`config.mk`:
```
export PLATFORM = sky130hd
export DESIGN_NAME = pd_steering_controller_with_ramp
export DESIGN_NICKNAME = d
export VERILOG_FILES = /design/src/rtl/core/pdsc_pkg.sv /design/src/rtl/core/pdsc_in_stage.sv /design/src/rtl/core/pdsc_out_stage.sv /design/src/rtl/core/pd_steering_controller_with_ramp.sv
export SDC_FILE = /design/constraint.sdc
export NUM_CORES = 2
export LEC_CHECK = 0
export ABC_AREA = 1
export BUFFER_PORTS_ARGS = -buffer_cell sky130_fd_sc_hd__buf_2
export CAP_MARGIN = 20
export CORE_MARGIN = 4
export CORE_UTILIZATION = 50
export DETAILED_ROUTE_END_ITERATION = 16
export PLACE_DENSITY = 0.65
export SETUP_SLACK_MARGIN = 0.4
export SKIP_LAST_GASP = 1
export SYNTH_ARGS = -nofsm -noshare
export SYNTH_HDL_FRONTEND = slang
export SYNTH_HIERARCHICAL = 1
export SYNTH_SLANG_ARGS = --single-unit
```
`constraint.sdc`:
```
create_clock -name aclk -period 42.2 [get_ports aclk]
set_input_delay 8.44 -clock aclk [delete_from_list [all_inputs] [get_ports aclk]]
set_output_delay 8.44 -clock aclk [all_outputs]
set_load 0.02 [all_outputs]
```
`src/rtl/core/pdsc_pkg.sv`:
```
// Shared types, register indexes and helper functions for the PD steering controller.
package pdsc_pkg;

    localparam int CFG_ADDR_W = 3;
    localparam int CFG_DATA_W = 16;

    // Register indexes on the configuration port
    localparam logic [CFG_ADDR_W-1:0] REG_PROP_GAIN        = 3'd0;
    localparam logic [CFG_ADDR_W-1:0] REG_DERIV_GAIN       = 3'd1;
    localparam logic [CFG_ADDR_W-1:0] REG_CORRECTION_LIMIT = 3'd2;
    localparam logic [CFG_ADDR_W-1:0] REG_CORNER_THRESHOLD = 3'd3;
    localparam logic [CFG_ADDR_W-1:0] REG_CORNER_PERCENT   = 3'd4;
    localparam logic [CFG_ADDR_W-1:0] REG_SPIN_SPEED       = 3'd5;
    localparam logic [CFG_ADDR_W-1:0] REG_SLEW_STEP        = 3'd6;

    // Transaction codes
    localparam logic       KIND_CLEAR = 1'b1;
    localparam logic [1:0] SIDE_LEFT  = 2'd1;
    localparam logic [1:0] SIDE_RIGHT = 2'd2;

    // Register reset values
    localparam logic [14:0] CORRECTION_LIMIT_RST = 15'd32767;
    localparam logic [6:0]  CORNER_PERCENT_RST   = 7'd100;

    // Wheel command limit
    localparam logic signed [17:0] WHEEL_MAX = 18'sd32767;

    // x / 100 for x < 2**23: (x * ceil(2**30 / 100)) >> 30
    localparam int              DIV100_SHIFT = 30;
    localparam logic [23:0]     DIV100_MUL   = 24'd10737419;

    typedef struct packed {
        logic signed [15:0] prop_gain;
        logic signed [15:0] deriv_gain;
        logic [14:0]        correction_limit;
        logic [14:0]        corner_threshold;
        logic [6:0]         corner_speed_percent;
        logic [14:0]        spin_speed;
        logic [14:0]        slew_step;
    } cfg_t;

    typedef struct packed {
        logic               kind;
        logic               line_found;
        logic signed [15:0] line_error;
        logic [1:0]         lost_side;
        logic signed [15:0] cruise_speed;
    } in_t;

    typedef struct packed {
        logic signed [15:0] left_cmd;
        logic signed [15:0] right_cmd;
        logic signed [15:0] steer_amount;
        logic               searching;
    } out_t;

    // Input register contents: the sensor fields plus the state-free products
    typedef struct packed {
        logic               kind;
        logic               line_found;
        logic [1:0]         lost_side;
        logic signed [15:0] line_error;
        logic signed [15:0] cruise_speed;
        logic signed [31:0] p_prod;
        logic               slow;
        logic               spd_neg;
        logic [22:0]        spd_mag;
    } pre_t;

    // Move cur toward tgt by at most step; step zero jumps to the target
    function automatic logic signed [15:0] slew(input logic signed [15:0] cur,
                                                input logic signed [15:0] tgt,
                                                input logic [14:0]        step);
        logic signed [17:0] cur_w;
        logic signed [17:0] tgt_w;
        logic signed [17:0] stp_w;
        logic signed [17:0] up;
        logic signed [17:0] dn;
        logic signed [15:0] res;
        cur_w = 18'(cur);
        tgt_w = 18'(tgt);
        stp_w = $signed({3'b000, step});
        up    = cur_w + stp_w;
        dn    = cur_w - stp_w;
        if (step == 15'd0) begin
            res = tgt;
        end else if (cur_w < tgt_w) begin
            res = (up > tgt_w) ? tgt : up[15:0];
        end else if (cur_w > tgt_w) begin
            res = (dn < tgt_w) ? tgt : dn[15:0];
        end else begin
            res = cur;
        end
        return res;
    endfunction

    // Symmetric clamp of an 18 bit value to +/- WHEEL_MAX
    function automatic logic signed [15:0] wheel_clamp(input logic signed [17:0] v);
        logic signed [15:0] res;
        if (v > WHEEL_MAX) begin
            res = WHEEL_MAX[15:0];
        end else if (v < -WHEEL_MAX) begin
            res = 16'(-WHEEL_MAX);
        end else begin
            res = v[15:0];
        end
        return res;
    endfunction

endpackage

```
`src/rtl/core/pdsc_in_stage.sv`:
```
// Input register of the PD steering controller, with the state-free products.
module pdsc_in_stage (
    input  logic              aclk,
    input  logic              aresetn,
    input  pdsc_pkg::cfg_t    cfg,
    input  logic              s_valid,
    output logic              s_ready,
    input  pdsc_pkg::in_t     s_data,
    output logic              pre_valid,
    input  logic              pre_ready,
    output pdsc_pkg::pre_t    pre
);

    logic             valid_reg;
    pdsc_pkg::pre_t   pre_reg;
    pdsc_pkg::pre_t   pre_next;
    logic [15:0]      err_mag;
    logic [15:0]      base_mag;

    assign s_ready = !valid_reg || pre_ready;

    // exact magnitudes: -32768 gives 32768
    assign err_mag  = s_data.line_error[15] ? 16'(~s_data.line_error + 16'd1)
                                            : s_data.line_error;
    assign base_mag = s_data.cruise_speed[15] ? 16'(~s_data.cruise_speed + 16'd1)
                                              : s_data.cruise_speed;

    always_comb begin
        pre_next.kind         = s_data.kind;
        pre_next.line_found   = s_data.line_found;
        pre_next.lost_side    = s_data.lost_side;
        pre_next.line_error   = s_data.line_error;
        pre_next.cruise_speed = s_data.cruise_speed;
        pre_next.p_prod       = cfg.prop_gain * s_data.line_error;
        pre_next.slow         = (cfg.corner_threshold != 15'd0) &&
                                (err_mag > {1'b0, cfg.corner_threshold});
        pre_next.spd_neg      = s_data.cruise_speed[15];
        pre_next.spd_mag      = base_mag * cfg.corner_speed_percent;
    end

    always_ff @(posedge aclk) begin
        if (!aresetn) begin
            valid_reg <= 1'b0;
        end else if (s_ready) begin
            valid_reg <= s_valid;
        end
    end

    always_ff @(posedge aclk) begin
        if (s_valid && s_ready) begin
            pre_reg <= pre_next;
        end
    end

    assign pre_valid = valid_reg;
    assign pre       = pre_reg;

endmodule

```
`src/rtl/core/pdsc_out_stage.sv`:
```
// Controller state, PD law, wheel targets, slew limiting and the result register.
module pdsc_out_stage (
    input  logic              aclk,
    input  logic              aresetn,
    input  pdsc_pkg::cfg_t    cfg,
    input  logic              pre_valid,
    output logic              pre_ready,
    input  pdsc_pkg::pre_t    pre,
    output logic              m_valid,
    input  logic              m_ready,
    output pdsc_pkg::out_t    m_data
);

    logic               out_valid_reg;
    pdsc_pkg::out_t     out_reg;
    pdsc_pkg::out_t     out_next;
    logic signed [15:0] prev_error_reg;
    logic               prev_valid_reg;
    logic signed [15:0] left_now_reg;
    logic signed [15:0] right_now_reg;
    logic signed [15:0] left_now_next;
    logic signed [15:0] right_now_next;

    logic               take;
    logic signed [16:0] deriv;
    logic signed [32:0] d_prod;
    logic signed [33:0] raw;
    logic signed [33:0] lim_pos;
    logic signed [15:0] corr;
    logic [46:0]        q_prod;
    logic [15:0]        q_mag;
    logic signed [17:0] speed;
    logic signed [15:0] sspd;
    logic signed [16:0] base_rnd;
    logic signed [16:0] half_w;
    logic signed [15:0] tgt_l;
    logic signed [15:0] tgt_r;

    assign pre_ready = !out_valid_reg || m_ready;
    assign take      = pre_valid && pre_ready;

    // PD correction
    assign deriv   = prev_valid_reg ? (17'(pre.line_error) - 17'(prev_error_reg)) : 17'sd0;
    assign d_prod  = cfg.deriv_gain * deriv;
    assign raw     = 34'(pre.p_prod) + 34'(d_prod);
    assign lim_pos = $signed({19'd0, cfg.correction_limit});

    always_comb begin
        if (raw > lim_pos) begin
            corr = lim_pos[15:0];
        end else if (raw < -lim_pos) begin
            corr = 16'(-lim_pos);
        end else begin
            corr = raw[15:0];
        end
    end

    // Corner slowing, truncated toward zero through the magnitude
    assign q_prod = pre.spd_mag * pdsc_pkg::DIV100_MUL;
    assign q_mag  = q_prod[pdsc_pkg::DIV100_SHIFT+15:pdsc_pkg::DIV100_SHIFT];

    always_comb begin
        if (pre.slow) begin
            speed = pre.spd_neg ? -$signed({2'b00, q_mag}) : $signed({2'b00, q_mag});
        end else begin
            speed = 18'(pre.cruise_speed);
        end
    end

    // Search targets
    assign sspd     = $signed({1'b0, cfg.spin_speed});
    assign base_rnd = 17'(pre.cruise_speed) + $signed({16'd0, pre.cruise_speed[15]});
    assign half_w   = base_rnd >>> 1;

    always_comb begin
        if (pre.line_found) begin
            tgt_l = pdsc_pkg::wheel_clamp(speed + 18'(corr));
            tgt_r = pdsc_pkg::wheel_clamp(speed - 18'(corr));
        end else if (pre.lost_side == pdsc_pkg::SIDE_LEFT) begin
            tgt_l = -sspd;
            tgt_r = sspd;
        end else if (pre.lost_side == pdsc_pkg::SIDE_RIGHT) begin
            tgt_l = sspd;
            tgt_r = -sspd;
        end else begin
            tgt_l = half_w[15:0];
            tgt_r = half_w[15:0];
        end
    end

    always_comb begin
        if (pre.kind == pdsc_pkg::KIND_CLEAR) begin
            left_now_next         = 16'sd0;
            right_now_next        = 16'sd0;
            out_next.steer_amount = 16'sd0;
            out_next.searching    = 1'b0;
        end else begin
            left_now_next         = pdsc_pkg::slew(left_now_reg, tgt_l, cfg.slew_step);
            right_now_next        = pdsc_pkg::slew(right_now_reg, tgt_r, cfg.slew_step);
            out_next.steer_amount = pre.line_found ? corr : 16'sd0;
            out_next.searching    = !pre.line_found;
        end
        out_next.left_cmd  = left_now_next;
        out_next.right_cmd = right_now_next;
    end

    always_ff @(posedge aclk) begin
        if (!aresetn) begin
            out_valid_reg  <= 1'b0;
            prev_error_reg <= 16'sd0;
            prev_valid_reg <= 1'b0;
            left_now_reg   <= 16'sd0;
            right_now_reg  <= 16'sd0;
        end else begin
            if (pre_ready) begin
                out_valid_reg <= pre_valid;
            end
            if (take) begin
                left_now_reg  <= left_now_next;
                right_now_reg <= right_now_next;
                if (pre.kind == pdsc_pkg::KIND_CLEAR) begin
                    prev_error_reg <= 16'sd0;
                    prev_valid_reg <= 1'b0;
                end else if (pre.line_found) begin
                    prev_error_reg <= pre.line_error;
                    prev_valid_reg <= 1'b1;
                end
            end
        end
    end

    always_ff @(posedge aclk) begin
        if (take) begin
            out_reg <= out_next;
        end
    end

    assign m_valid = out_valid_reg;
    assign m_data  = out_reg;

    a_clear_state: assert property (@(posedge aclk) disable iff (!aresetn)
        take && (pre.kind == pdsc_pkg::KIND_CLEAR) |=>
            !prev_valid_reg && (left_now_reg == 16'sd0) && (right_now_reg == 16'sd0))
        else $error("clear transaction left controller state set");

    a_cmd_tracks_state: assert property (@(posedge aclk) disable iff (!aresetn)
        m_valid |-> (m_data.left_cmd == left_now_reg) && (m_data.right_cmd == right_now_reg))
        else $error("result commands differ from ramped state");

    a_search_no_steer: assert property (@(posedge aclk) disable iff (!aresetn)
        m_valid && m_data.searching |-> (m_data.steer_amount == 16'sd0))
        else $error("steering correction while searching");

    a_steer_bound: assert property (@(posedge aclk) disable iff (!aresetn)
        m_valid |-> (18'(m_data.steer_amount) <= $signed({3'b000, cfg.correction_limit}))
            && (18'(m_data.steer_amount) >= -$signed({3'b000, cfg.correction_limit})))
        else $error("steering correction outside its limit");

endmodule

```
`src/rtl/core/pd_steering_controller_with_ramp.sv`:
```
// Top level of the PD steering controller with slew-limited wheel commands.
// A transaction accepted into the input register moves on to the result register, which
// raises m_valid; a result that is not taken holds it in the input register.
// Throughput: one transaction per cycle; the input register and the result register stall
// together only when the result is not taken.
// The state loop (previous error, ramped wheel commands) closes within the out stage.
// Reset (aresetn low, synchronous): registers to defaults, controller state cleared, no result.
module pd_steering_controller_with_ramp (
    input  logic                                aclk,
    input  logic                                aresetn,
    // configuration writes; the user must write only while idle, the block does not enforce it
    input  logic                                cfg_wr_en,
    input  logic [pdsc_pkg::CFG_ADDR_W-1:0]     cfg_addr,
    input  logic [pdsc_pkg::CFG_DATA_W-1:0]     cfg_wdata,
    // sensor transactions
    input  logic                                s_valid,
    output logic                                s_ready,
    input  pdsc_pkg::in_t                       s_data,
    // wheel command transactions
    output logic                                m_valid,
    input  logic                                m_ready,
    output pdsc_pkg::out_t                      m_data
);

    pdsc_pkg::cfg_t cfg_reg;
    pdsc_pkg::pre_t pre;
    logic           pre_valid;
    logic           pre_ready;

    // Configuration registers; indexes beyond the list are ignored
    always_ff @(posedge aclk) begin
        if (!aresetn) begin
            cfg_reg.prop_gain            <= 16'sd0;
            cfg_reg.deriv_gain           <= 16'sd0;
            cfg_reg.correction_limit     <= pdsc_pkg::CORRECTION_LIMIT_RST;
            cfg_reg.corner_threshold     <= 15'd0;
            cfg_reg.corner_speed_percent <= pdsc_pkg::CORNER_PERCENT_RST;
            cfg_reg.spin_speed           <= 15'd0;
            cfg_reg.slew_step            <= 15'd0;
        end else if (cfg_wr_en) begin
            case (cfg_addr)
                pdsc_pkg::REG_PROP_GAIN: begin
                    cfg_reg.prop_gain <= $signed(cfg_wdata);
                end
                pdsc_pkg::REG_DERIV_GAIN: begin
                    cfg_reg.deriv_gain <= $signed(cfg_wdata);
                end
                pdsc_pkg::REG_CORRECTION_LIMIT: begin
                    cfg_reg.correction_limit <= cfg_wdata[14:0];
                end
                pdsc_pkg::REG_CORNER_THRESHOLD: begin
                    cfg_reg.corner_threshold <= cfg_wdata[14:0];
                end
                pdsc_pkg::REG_CORNER_PERCENT: begin
                    cfg_reg.corner_speed_percent <= cfg_wdata[6:0];
                end
                pdsc_pkg::REG_SPIN_SPEED: begin
                    cfg_reg.spin_speed <= cfg_wdata[14:0];
                end
                pdsc_pkg::REG_SLEW_STEP: begin
                    cfg_reg.slew_step <= cfg_wdata[14:0];
                end
                default: begin
                end
            endcase
        end
    end

    // Stage 1: register the transaction, form prop_gain*error and the corner speed product
    pdsc_in_stage u_in_stage (
        .aclk      (aclk),
        .aresetn   (aresetn),
        .cfg       (cfg_reg),
        .s_valid   (s_valid),
        .s_ready   (s_ready),
        .s_data    (s_data),
        .pre_valid (pre_valid),
        .pre_ready (pre_ready),
        .pre       (pre)
    );

    // Stage 2: derivative term, clamps, targets and ramp, into the result register
    pdsc_out_stage u_out_stage (
        .aclk      (aclk),
        .aresetn   (aresetn),
        .cfg       (cfg_reg),
        .pre_valid (pre_valid),
        .pre_ready (pre_ready),
        .pre       (pre),
        .m_valid   (m_valid),
        .m_ready   (m_ready),
        .m_data    (m_data)
    );

endmodule

```
==> metrics.md <==
| Metric | Value |
|---|---|
| Outcome | `finished clean` |
| Maxcap violations | `0` |
| Worst-path maximum fanout | `3` |
| EDFF count, synth | `141` |
| Antenna Violating Nets Remaining | `0` |
| Rows | `127` |
| Critical path data arrival time | `9370 ps` |
| TritonCTS clock tree | `yes` |
| Starting Density | `50.5%` |
| CTS H-tree lvls | `2` |
| Top-count cell post-synth | `inv_1` |
| Final wirelength | `189 mm` |
| Critical path data required time | `33760 ps` |
| CTS Hold Buffers Added | `0` |
| Worst Setup Start Kind | `input pin` |
| Clk Latency, worst-skew pair | `610 ps` |
| GRT Total Usage | `29.7%` |
| #FFs+latches synth | `291` |
| IO buf count | `110` |
| First-pass GRT wire length | `297 mm` |
| Mapped Nets | `9750` |
| Slew @ Worst Pin | `1190 ps` |
| DRC Markers | `0` |
| Distinct cells, synth | `72` |
| Vias in the first global route | `52600` |
| Final Wtd Congestion | `0.958` |
| Initial antenna violation count | `30` |
| Synthesis-to-layout area growth | `5.57%` |
| CP Capture Type | `output pin` |
| Setup TNS | `0 ps` |
| RSZ-0062 raised after global routing | `false` |
| Setup bufs post-CTS | `0` |
| CP Cell Sequence | `buf_2 -> inv_1 -> nand2_1 -> inv_1 -> nand2_1 -> buf_2` |
| Largest register FFs | `99` |
| Crit path max-delay cell type | `nand2_1` |
| Nets | `9734` |
| Largest net degree at the start of global routing | `73` |
| Synthesized cell area | `0.0608 mm²` |
| Synth warn | `6` |
| Grt ovf | `0` |
| Setup Crit Path Kind | `input pin to output pin` |
| Cells after Synth | `8134` |
| Period utilization | `42.2%` |
| Maximum clock path buffer count | `3` |
| Die X | `357 µm` |
| Post-synth top cells | `1875 x inv_1, 1693 x nand2_1, 841 x fa_1` |
| Slowest cell delay on critical path | `230 ps` |
| Fmax | `56.1 MHz` |
| Shortest period the worst path allows | `17810 ps` |
| Relative slew slack | `20.3%` |
| Layout cells sized above 1 | `4.79%` |
| Register-to-Register Path Depth | `100` |
| IO Count | `111` |
| Final Skew | `37.0 ps` |
| Post-synth ARST share | `0%` |
| Root buffer cell | `clkbuf_16` |
| Clock sinks | `291` |
| Setup violators final | `0` |
| Main synth FF type | `dfxtp_1` |
| Final Hold Viols | `0` |
| Syn_area_per_cell | `7.47 µm²` |
| Top cell type by total area after synthesis | `fa_1` |
| CTS Buf Count | `39` |
| Drt via density | `5.36` |
| Tightest Hold Check Type | `flip-flop to flip-flop` |
| Top cells by area, synth | `fa_1 28%, ha_1 15%, inv_1 12%` |
| Drt pass-1 iters | `8` |
| Iter 0 DRT Violations | `4197` |
| Pins Over Slew Limit | `0` |
| Hold path cells | `2` |
| CTS clk-pin slew, worst paths | `60 ps` |
| Share of the synthesized area in the top cell type | `27.7%` |
| Die area | `0.127 mm²` |
| Via count | `52400` |
| CTS resizes | `0` |
| Die Span Y | `357 µm` |
| WL per Instance | `19.3 µm` |
| DP Wirelength | `156 mm` |
| Sequential area share after synthesis | `11.9%` |
| Core Area | `0.120 mm²` |
-- placed cells by master, fill, tap and decap left out, drive strengths merged, types with 28 or more instances in the layout --
master / count
a21o: 28
o21ai: 209
nor2: 799
nand2: 1729
o21bai: 45
ha: 715
nor3: 71
xnor2: 47
fa: 841
inv: 1915
or2: 28
o211ai: 30
clkbuf: 46
xor2: 166
edfxtp: 141
nand3: 434
dfxtp: 150
a21oi: 382
nand4: 62
buf: 147
-- area by class of cell --
type                            instances  area (µm²)
Antenna cell                           18        45.0
Clock buffer                           45        1030
Clock inverter                         26         332
Fill cell                           11800       56100
Inverter                             1917        7200
Multi-Input combinational cell       5721       45500
Sequential cell                       291        7240
Tap cell                             1612        2020
Timing Repair Buffer                  148         846
-- per-layer routing --
| layer | wire, µm | global-route usage, % |
|---|---|---|
| met3 | 15600 | 6.25 |
| met4 | 5980 | 8.52 |
| met5 | 138 | 0 |
| met1 | 81400 | 40.3 |
| met2 | 85600 | 48.3 |
-- worst max-delay path, delay by kind of cell --
kind | cells | cell delay, ps
buffers and inverters | 4 | 620
AND/OR/NAND/NOR | 2 | 310
-- metrics by stage --
step | cells | worst slack [ps] | hold slack [ps] | util [%] | cell area (µm²)
floorplan | 8134 | 25010 | 442 | - | 60800
global placement | 9686 | 24440 | 451 | 52.2 | 62800
detailed placement | 9688 | 24450 | 458 | 52.2 | 62800
CTS | 9759 | 24450 | 466 | 53.3 | 64100
global route | 9765 | 22920 | 489 | 53.3 | 64200
finish | 9778 | 24390 | 466 | 53.4 | 64200
-- cells by family after synthesis --
kind of cell	share of synthesized area, %
AOI/OAI and AO/OA	7.49
adders and majority gates	42.4
buffers and inverters	13.3
DFF	11.9
and+or+nand+nor	21.8
xor gates and xnor gates	3.08
-- final timing paths --
kind | from | to | slack, ps
max | m_ready | s_ready | 24390
min | u_out_stage/prev_error_reg[11] | u_out_stage/prev_error_reg[11] | 470
max reg2reg | u_in_stage/pre[75] | u_out_stage/m_data[29] | 24480
min reg2reg | u_out_stage/prev_error_reg[11] | u_out_stage/prev_error_reg[11] | 470
Power is left out: the tool's default activity adds up to more than one toggle a clock period on the data nets, which glitch-free logic cannot reach.
